$ cat config.mk
export PLATFORM = sky130hd
export DESIGN_NAME = depth_window_threshold
export DESIGN_NICKNAME = d
export VERILOG_FILES = /design/src/rtl/dwt_pkg.sv /design/src/rtl/depth_window_threshold.sv
export VERILOG_INCLUDE_DIRS = /design/src /design/src/rtl
export SDC_FILE = /design/constraint.sdc
export NUM_CORES = 2
export LEC_CHECK = 0
export ABC_AREA = 0
export BUFFER_PORTS_ARGS = -buffer_cell sky130_fd_sc_hd__buf_2
export CAP_MARGIN = 30
export CORE_MARGIN = 1.5
export CORE_UTILIZATION = 35
export DETAILED_ROUTE_END_ITERATION = 10
export GPL_ROUTABILITY_DRIVEN = 0
export PLACE_DENSITY = 0.6
export RECOVER_POWER = 100
export SLEW_MARGIN = 30
export SYNTH_ARGS = -nofsm -noshare
export SYNTH_HDL_FRONTEND = slang
export SYNTH_SLANG_ARGS = --single-unit
$ cat constraint.sdc
create_clock -name clk -period 7.4 [get_ports clk]
set_input_delay 2.22 -clock clk [delete_from_list [all_inputs] [get_ports clk]]
set_output_delay 2.22 -clock clk [all_outputs]
set_load 0.01 [all_outputs]
$ cat src/rtl/depth_window_threshold_macros.svh
// Assertion macros for the depth window threshold block.
// Each macro expects clk and arst_n in the scope where it is used.
`ifndef DEPTH_WINDOW_THRESHOLD_MACROS_SVH
`define DEPTH_WINDOW_THRESHOLD_MACROS_SVH

// Condition that must hold at every clock edge out of reset.
`define DWT_CHECK(label, cond, msg) \
	label: assert property (@(posedge clk) disable iff (!arst_n) (cond)) else $error(msg);

// Consequence that must hold in the same cycle as the antecedent.
`define DWT_CHECK_NOW(label, ante, cons, msg) \
	label: assert property (@(posedge clk) disable iff (!arst_n) (ante) |-> (cons)) \
		else $error(msg);

// Consequence that must hold in the cycle after the antecedent.
`define DWT_CHECK_NEXT(label, ante, cons, msg) \
	label: assert property (@(posedge clk) disable iff (!arst_n) (ante) |=> (cons)) \
		else $error(msg);

`endif

$ cat src/rtl/dwt_pkg.sv
`default_nettype none

package dwt_pkg;

	// Image geometry and confidence floor.
	localparam int IMG_WIDTH      = 320;
	localparam int IMG_HEIGHT     = 240;
	localparam int MIN_CONFIDENCE = 0;

	// Field widths.
	localparam int CNT_W   = 10;
	localparam int DEPTH_W = 16;
	localparam int CONF_W  = 16;
	localparam int GREY_W  = 8;
	localparam int CFG_W   = 16;

	// Grey shading constants.
	localparam int GREY_TOP  = 255;
	localparam int GREY_STEP = 10;

	// Register reset values.
	localparam logic [DEPTH_W-1:0] BACK_LIMIT_RST = DEPTH_W'(4000);
	localparam logic [CNT_W-1:0]   CROP_MAX_RST   = CNT_W'(1023);

	// Far limit interpolation: numerator below 2^FAR_NUM_W, divided by IMG_HEIGHT
	// through an exact reciprocal multiply.
	localparam int FAR_NUM_W   = DEPTH_W + $clog2(IMG_HEIGHT);
	localparam int FAR_SH      = FAR_NUM_W + $clog2(IMG_HEIGHT);
	localparam int FAR_RECIP_W = FAR_NUM_W + 2;
	localparam int FAR_PROD_W  = FAR_NUM_W + FAR_RECIP_W;
	localparam logic [FAR_RECIP_W-1:0] FAR_RECIP = FAR_RECIP_W'(
		((64'd1 << FAR_SH) + 64'(IMG_HEIGHT) - 64'd1) / 64'(IMG_HEIGHT));

	// Signed working width for the interpolation numerator.
	localparam int NUM_W   = DEPTH_W + CNT_W + 2;
	localparam int SLOPE_W = DEPTH_W + CNT_W + 1;

	// Grey divide by GREY_STEP on a 16-bit magnitude.
	localparam int GREY_SH      = DEPTH_W + $clog2(GREY_STEP);
	localparam int GREY_RECIP_W = DEPTH_W + 2;
	localparam int GREY_PROD_W  = DEPTH_W + GREY_RECIP_W;
	localparam logic [GREY_RECIP_W-1:0] GREY_RECIP = GREY_RECIP_W'(
		((64'd1 << GREY_SH) + 64'(GREY_STEP) - 64'd1) / 64'(GREY_STEP));

	// Configuration register indexes.
	typedef enum logic [2:0] {
		REG_SHOW_RAW       = 3'd0,
		REG_FRONT_LIMIT    = 3'd1,
		REG_BACK_AT_TOP    = 3'd2,
		REG_BACK_AT_BOTTOM = 3'd3,
		REG_CROP_LEFT      = 3'd4,
		REG_CROP_RIGHT     = 3'd5,
		REG_CROP_TOP       = 3'd6,
		REG_CROP_BOTTOM    = 3'd7
	} cfg_reg_t;

	// One input pixel.
	typedef struct packed {
		logic [DEPTH_W-1:0] depth_value;
		logic [CONF_W-1:0]  conf_value;
	} pix_t;

	// One result pixel.
	typedef struct packed {
		logic [DEPTH_W-1:0] depth_out;
		logic [GREY_W-1:0]  grey_level;
		logic               mask_on;
		logic               frame_end;
	} res_t;

endpackage

`default_nettype wire

$ cat src/rtl/depth_window_threshold.sv
`default_nettype none

// Channel   Direction  Handshake               Payload
// pix       in         pix_valid / pix_ready   dwt_pkg::pix_t (depth_value, conf_value)
// res       out        res_valid / res_ready   dwt_pkg::res_t (depth_out, grey_level,
//                                              mask_on, frame_end)
// cfg       in         cfg_we                  cfg_index, cfg_data
//
// One item is accepted per cycle while res_ready does not stall the pipeline; each result
// passes through the input, far limit product, decision, divide-by-ten product and output registers.
// The far limit reciprocal multiply and the divide-by-ten reciprocal multiply are
// each followed by its own register.
// Reset clears the counters, the stage valid bits and sets the registers to defaults.
// A stage holds its item only while the next stage is full and stalled, so ready
// stays high as long as any bubble is left in the pipeline.

module depth_window_threshold (
	input  wire logic            clk,
	input  wire logic            arst_n,
	input  wire logic            pix_valid,
	output logic                 pix_ready,
	input  wire dwt_pkg::pix_t   pix,
	output logic                 res_valid,
	input  wire logic            res_ready,
	output dwt_pkg::res_t        res,
	input  wire logic            cfg_we,
	input  wire dwt_pkg::cfg_reg_t cfg_index,
	input  wire logic [dwt_pkg::CFG_W-1:0] cfg_data
);
	import dwt_pkg::*;

	localparam logic [CNT_W-1:0] LAST_COL = CNT_W'(IMG_WIDTH - 1);
	localparam logic [CNT_W-1:0] LAST_ROW = CNT_W'(IMG_HEIGHT - 1);

	// Configuration registers.
	logic               show_raw_q;
	logic [DEPTH_W-1:0] front_limit_q;
	logic [DEPTH_W-1:0] back_at_top_q;
	logic [DEPTH_W-1:0] back_at_bottom_q;
	logic [CNT_W-1:0]   crop_left_q;
	logic [CNT_W-1:0]   crop_right_q;
	logic [CNT_W-1:0]   crop_top_q;
	logic [CNT_W-1:0]   crop_bottom_q;

	// Raster position and the far limit of the current row.
	logic [CNT_W-1:0]   col_q;
	logic [CNT_W-1:0]   row_q;
	logic [DEPTH_W-1:0] row_far_q;

	// Stage valid bits and enables.
	logic v_s1, v_s2, v_s3, v_s4, v_s5;
	logic en1, en2, en3, en4, en5;
	logic pix_acc;

	// Stage 1: input register.
	logic [DEPTH_W-1:0]   mm_s1;
	logic [FAR_NUM_W-1:0] num_s1;
	logic                 win_ok_s1;
	logic                 x0_s1;
	logic                 fe_s1;

	// Stage 2: far limit product.
	logic [DEPTH_W-1:0]    mm_s2;
	logic [FAR_PROD_W-1:0] far_prod_s2;
	logic                  win_ok_s2;
	logic                  x0_s2;
	logic                  fe_s2;

	// Stage 3: decision and distance magnitude.
	logic [DEPTH_W-1:0] mm_s3;
	logic [DEPTH_W-1:0] mag_s3;
	logic               neg_s3;
	logic               kept_s3;
	logic               fe_s3;

	// Stage 4: divide-by-ten product.
	logic [DEPTH_W-1:0]     mm_s4;
	logic [GREY_PROD_W-1:0] grey_prod_s4;
	logic                   neg_s4;
	logic                   kept_s4;
	logic                   fe_s4;

	// Stage 5: output register.
	res_t res_s5;

	// Combinational values.
	logic signed [NUM_W-1:0]   top_term;
	logic signed [DEPTH_W:0]   span;
	logic signed [SLOPE_W-1:0] slope_term;
	logic signed [NUM_W-1:0]   num_full;
	logic                      win_ok;
	logic [DEPTH_W-1:0]        far_new;
	logic [DEPTH_W-1:0]        far_row;
	logic                      kept;
	logic                      neg;
	logic [DEPTH_W-1:0]        mag;
	logic [GREY_W-1:0]         quot;
	logic [GREY_W-1:0]         grey;

	// Backpressure chain: a stage moves when it is empty or its successor moves.
	always_comb begin
		en5       = !v_s5 || res_ready;
		en4       = !v_s4 || en5;
		en3       = !v_s3 || en4;
		en2       = !v_s2 || en3;
		en1       = !v_s1 || en2;
		pix_ready = en1;
		pix_acc   = pix_valid && en1;
	end

	// Configuration writes.
	always_ff @(posedge clk or negedge arst_n) begin
		if (!arst_n) begin
			show_raw_q       <= 1'b0;
			front_limit_q    <= '0;
			back_at_top_q    <= BACK_LIMIT_RST;
			back_at_bottom_q <= BACK_LIMIT_RST;
			crop_left_q      <= '0;
			crop_right_q     <= CROP_MAX_RST;
			crop_top_q       <= '0;
			crop_bottom_q    <= CROP_MAX_RST;
		end else if (cfg_we) begin
			unique case (cfg_index)
				REG_SHOW_RAW:       show_raw_q       <= cfg_data[0];
				REG_FRONT_LIMIT:    front_limit_q    <= cfg_data[DEPTH_W-1:0];
				REG_BACK_AT_TOP:    back_at_top_q    <= cfg_data[DEPTH_W-1:0];
				REG_BACK_AT_BOTTOM: back_at_bottom_q <= cfg_data[DEPTH_W-1:0];
				REG_CROP_LEFT:      crop_left_q      <= cfg_data[CNT_W-1:0];
				REG_CROP_RIGHT:     crop_right_q     <= cfg_data[CNT_W-1:0];
				REG_CROP_TOP:       crop_top_q       <= cfg_data[CNT_W-1:0];
				REG_CROP_BOTTOM:    crop_bottom_q    <= cfg_data[CNT_W-1:0];
			endcase
		end
	end

	// Column and row counters advance on each accepted item.
	always_ff @(posedge clk or negedge arst_n) begin
		if (!arst_n) begin
			col_q <= '0;
			row_q <= '0;
		end else if (pix_acc) begin
			if (col_q == LAST_COL) begin
				col_q <= '0;
				row_q <= (row_q == LAST_ROW) ? '0 : row_q + 1'b1;
			end else begin
				col_q <= col_q + 1'b1;
			end
		end
	end

	// Far limit numerator for the current row and the window and confidence test.
	always_comb begin
		top_term   = signed'(NUM_W'(back_at_top_q)) * signed'(NUM_W'(IMG_HEIGHT));
		span       = signed'({1'b0, back_at_bottom_q}) - signed'({1'b0, back_at_top_q});
		slope_term = span * signed'({1'b0, row_q});
		num_full   = top_term + NUM_W'(slope_term);
		win_ok     = (col_q >= crop_left_q) && (col_q <= crop_right_q)
			&& (row_q >= crop_top_q) && (row_q <= crop_bottom_q)
			&& (pix.conf_value >= CONF_W'(MIN_CONFIDENCE));
	end

	// Far limit of a new row, the keep decision and the distance to the far limit.
	always_comb begin
		far_new = far_prod_s2[FAR_SH +: DEPTH_W];
		far_row = x0_s2 ? far_new : row_far_q;
		kept    = show_raw_q || ((mm_s2 != '0) && (mm_s2 >= front_limit_q)
			&& (mm_s2 <= far_row) && win_ok_s2);
		neg     = mm_s2 > far_row;
		mag     = neg ? (mm_s2 - far_row) : (far_row - mm_s2);
	end

	// Grey level: zero for a rejected pixel, else 255 minus (far limit minus depth) divided by ten, wrapped to eight bits.
	always_comb begin
		quot = grey_prod_s4[GREY_SH +: GREY_W];
		if (!kept_s4) begin
			grey = '0;
		end else if (neg_s4) begin
			grey = GREY_W'(GREY_TOP) + quot;
		end else begin
			grey = GREY_W'(GREY_TOP) - quot;
		end
	end

	// Stage valid bits and the per-row far limit.
	always_ff @(posedge clk or negedge arst_n) begin
		if (!arst_n) begin
			v_s1      <= 1'b0;
			v_s2      <= 1'b0;
			v_s3      <= 1'b0;
			v_s4      <= 1'b0;
			v_s5      <= 1'b0;
			row_far_q <= BACK_LIMIT_RST;
		end else begin
			if (en1) v_s1 <= pix_valid;
			if (en2) v_s2 <= v_s1;
			if (en3) v_s3 <= v_s2;
			if (en4) v_s4 <= v_s3;
			if (en5) v_s5 <= v_s4;
			if (en3 && v_s2 && x0_s2) row_far_q <= far_new;
		end
	end

	// Pipeline payload.
	always_ff @(posedge clk) begin
		if (en1) begin
			mm_s1     <= pix.depth_value;
			num_s1    <= num_full[FAR_NUM_W-1:0];
			win_ok_s1 <= win_ok;
			x0_s1     <= (col_q == '0);
			fe_s1     <= (col_q == LAST_COL) && (row_q == LAST_ROW);
		end
		if (en2) begin
			mm_s2       <= mm_s1;
			far_prod_s2 <= num_s1 * FAR_RECIP;
			win_ok_s2   <= win_ok_s1;
			x0_s2       <= x0_s1;
			fe_s2       <= fe_s1;
		end
		if (en3) begin
			mm_s3   <= mm_s2;
			mag_s3  <= mag;
			neg_s3  <= neg;
			kept_s3 <= kept;
			fe_s3   <= fe_s2;
		end
		if (en4) begin
			mm_s4        <= mm_s3;
			grey_prod_s4 <= mag_s3 * GREY_RECIP;
			neg_s4       <= neg_s3;
			kept_s4      <= kept_s3;
			fe_s4        <= fe_s3;
		end
		if (en5) begin
			res_s5.depth_out  <= mm_s4;
			res_s5.grey_level <= grey;
			res_s5.mask_on    <= kept_s4;
			res_s5.frame_end  <= fe_s4;
		end
	end

	assign res_valid = v_s5;
	assign res       = res_s5;

`include "depth_window_threshold_macros.svh"

	// The raster position never leaves the image.
	`DWT_CHECK(a_pos_in_image, (col_q <= LAST_COL) && (row_q <= LAST_ROW), "position out of image")

	// Accepting the last pixel of a frame returns the raster to its origin.
	`DWT_CHECK_NEXT(a_frame_wrap, pix_acc && (col_q == LAST_COL) && (row_q == LAST_ROW), (col_q == '0) && (row_q == '0), "raster did not wrap after frame end")

	// A rejected pixel is always shown black.
	`DWT_CHECK_NOW(a_reject_black, res_valid && !res.mask_on, res.grey_level == '0, "rejected pixel has nonzero grey")

	// With filtering off every result is kept.
	`DWT_CHECK_NOW(a_raw_keeps, res_valid && show_raw_q, res.mask_on, "pixel rejected in raw mode")

endmodule

`default_nettype wire

==> reports/metrics.cfg <==
[status]
status = finished, violations left
violations = max-capacitance violations, max-slew violations

[min_path]
hold_path.startpoint = mm_s3[11]
hp-class = flop to flop

[logic_synthesis]
syn_area_per_cell_um2 = 10.56
yosys.area_share.adder = 0.4241
synth_fp_nets = 3796
synth_top_family_by_area = adder cells
synth_ff_type = edfxtp_1
async_flop_share = 0.4392
ys_types = 67
synth_edf_count = 166
ys_ff_latch = 296
synthMuxAreaShare = 0.03179
synth_compound_area_frac = 0.07411
synthSimpleGateAreaFrac = 0.08370
syn_area_um2 = 30660
synth.yosys.seq_area_share = 0.2702
synth_cells = 2903
synth-xor-area-share = 0.03257
ys_warn_count = 0

[worst_setup_path]
worst-setup-path-type = flop to flop
r2r_start = back_at_bottom_q[0]
cp.required_ns = 7.73
path_max_fanout = 6
cp-end-kind = flop
startpoint = back_at_bottom_q[0]
r2r_slack_ns = 0.29
arrival_ns = 7.45
critPathLaunchType = flop

[floorplanning]
io_pins = 84
core-area_um2 = 86750
die_area_um2 = 89380
die_w_um = 299.0
fp.dieH_um = 299.0
start_util = 0.3534
rows = 108

[timing]
fmax_ghz = 0.1406
slew_viol_final = 23
worst_pin_slew_ns = 1.603
relSlewSlack = -0.06850
setup_viol = 0
skew_ns = 0.01421
fin_ws_ns = 0.2860
tns_ns = 0
min_period_ns = 7.114
hold_viol = 0
finalCritPeriodShare = 0.9613

[cells_and_area]
fillCellCount = 8661
final_common_cell = inv_1
seq_area_um2 = 8287
final_layout_size_suffix_gt1_frac = 0.1080
syn2layout_area_growth_pct = 10.71
fin_nets = 3915
n_antenna_cell = 0
multiInputGateArea_um2 = 20070
mostFrequentLayoutCells = 626 x inv_1, 494 x ha_1, 336 x fa_1, 220 x nand2_1, 166 x edfxtp_1

[route]
drt_iter0_markers = 967
wl_per_cell_um = 15.58
antenna_left = 0
post_drt_via_cell_ratio = 4.729
first_pass_iters = 5
drc = 0
drt-total-wl_um = 65490
vias = 19870

[global_routing]
grt_pass1_vias = 20630
grt_overflow = 0
antenna_found_initial = 4
grt_use_total = 0.1509
grt_max_degree = 86
grt_pass1_wl_um = 108200

[clock_tree]
cts_sinks = 296
cts.clk_slew.worst_paths_ns = 0.06
cts_hold_buf = 0
clk_latency_ns = 0.60
cts_root_buf = clkbuf_16
h-tree-depth = 1
cts_buffers = 31
cts_tree = built
clockBufferDepth = 3

[placement]
dp_hpwl_um = 52320
port_buffers = 67
post-place-ws_ns = 0.06519

[run]
cap_violations = 1

==> cell type report <==
cell class                      instances  area share
Multi-Input combinational cell       1927      0.5911
Clock inverter                         25    0.004386
Inverter                              632     0.06989
Tap cell                             1155     0.04257
Clock buffer                           33     0.02307
Timing Repair Buffer                  134     0.02481
Sequential cell                       296      0.2441
==> routing by layer <==
layer	global-route usage	up-vias	wire length, µm
li1	-	9720	-
met3	0.02159	80	2433
met2	0.2563	246	31310
met1	0.2034	9826	30290
met4	0.03343	0	1447
met5	0	-	0
==> timing repair <==
item,CTS,global route
setup endpoints to repair,0,5
buffers inserted,0,13
resized for setup,0,44
==> Yosys cell counts (10+ instances only) <==
| library cell | number | area (µm²) |
|---|---|---|
| nor4_1 | 10 | 62.56 |
| nand3_1 | 27 | 135.1 |
| a31oi_1 | 11 | 68.82 |
| clkbuf_1 | 42 | 157.7 |
| ha_1 | 500 | 6256 |
| mux2_2 | 67 | 754.5 |
| nor2_1 | 69 | 259.0 |
| edfxtp_1 | 166 | 4985 |
| or3_1 | 10 | 62.56 |
| and3_1 | 19 | 118.9 |
| o21a_1 | 21 | 157.7 |
| a21o_1 | 53 | 397.9 |
| a211oi_1 | 11 | 82.58 |
| mux2i_1 | 22 | 220.2 |
| xnor2_1 | 80 | 700.7 |
| xor2_1 | 34 | 297.8 |
| nor2b_1 | 39 | 244.0 |
| nor3_1 | 24 | 120.1 |
| a21oi_1 | 82 | 410.4 |
| nand2_1 | 222 | 833.3 |
| o21ai_0 | 111 | 555.5 |
| nand4_1 | 17 | 106.4 |
| nand2b_1 | 18 | 112.6 |
| fa_1 | 337 | 6746 |
| and2_1 | 49 | 306.5 |
| dfrtp_1 | 92 | 2302 |
| inv_1 | 632 | 2372 |
| dfstp_2 | 38 | 998.5 |
==> registers in the layout (all words and copies together) (netlist names), 8 cells and up <==
signal,count
back_at_bottom_q,16
back_at_top_q,16
col_q,10
crop_bottom_q,10
crop_left_q,10
crop_right_q,10
crop_top_q,10
far_prod_s2,16
front_limit_q,16
grey_prod_s4,8
mag_s3,16
mm_s1,16
mm_s2,16
mm_s3,16
mm_s4,16
num_s1,24
res,26
row_far_q,16
row_q,10
==> worst max-delay path, cell delays in order (launching register included) <==
cell	delay, ns
dfrtp_1	0.38
inv_2	0.07
ha_4	0.14
fa_2	0.21
nor2b_1	0.06
o31a_1	0.31
or4_4	0.60
a311oi_4	0.36
buf_4	0.18
o31ai_2	0.09
a21oi_4	0.26
and2_4	0.20
inv_1	0.06
fa_1	0.53
inv_1	0.05
fa_1	0.53
fa_1	0.45
fa_1	0.55
inv_1	0.05
fa_1	0.53
inv_1	0.04
ha_1	0.29
buf_4	0.16
and3_1	0.17
a211o_1	0.30
a21oi_1	0.17
xnor2_1	0.11
==> through the flow <==
step                      cell area (µm²)  utilization  hold WS, ns  instances
final                               33940       0.3913       0.4158       4202
after global routing                33940       0.3913       0.4220       4202
after CTS                           33630       0.3876       0.4158       4188
after detailed placement            32700       0.3769       0.4045       4130
after global placement              32680       0.3767       0.4013       4129
after floorplan                     30660            -       0.4003       2903
==> kinds of logic (layout without fill, tap and decap cells) <==
kind of cell,count (synthesis),in the layout
DFF,296,296
and+or+nand+nor,529,529
AOI/OAI and AO/OA,358,358
muxes,89,89
adders and majority gates,837,837
xor gates and xnor gates,114,114
buffers and inverters,680,824
==> path summary, 6_finish.rpt <==
check | to | cells past startpoint
setup / recovery | num_s1[22] | 26
hold / removal | mm_s4[11] | 0
setup reg to reg | num_s1[22] | 26
hold reg to reg | mm_s4[11] | 0
max in group asynchronous | back_at_top_q[1] | 3
min in group asynchronous | back_at_top_q[14] | 1
Power is not shown: default switching activity piles up to over one toggle a cycle in this logic, so the estimate is an artifact.
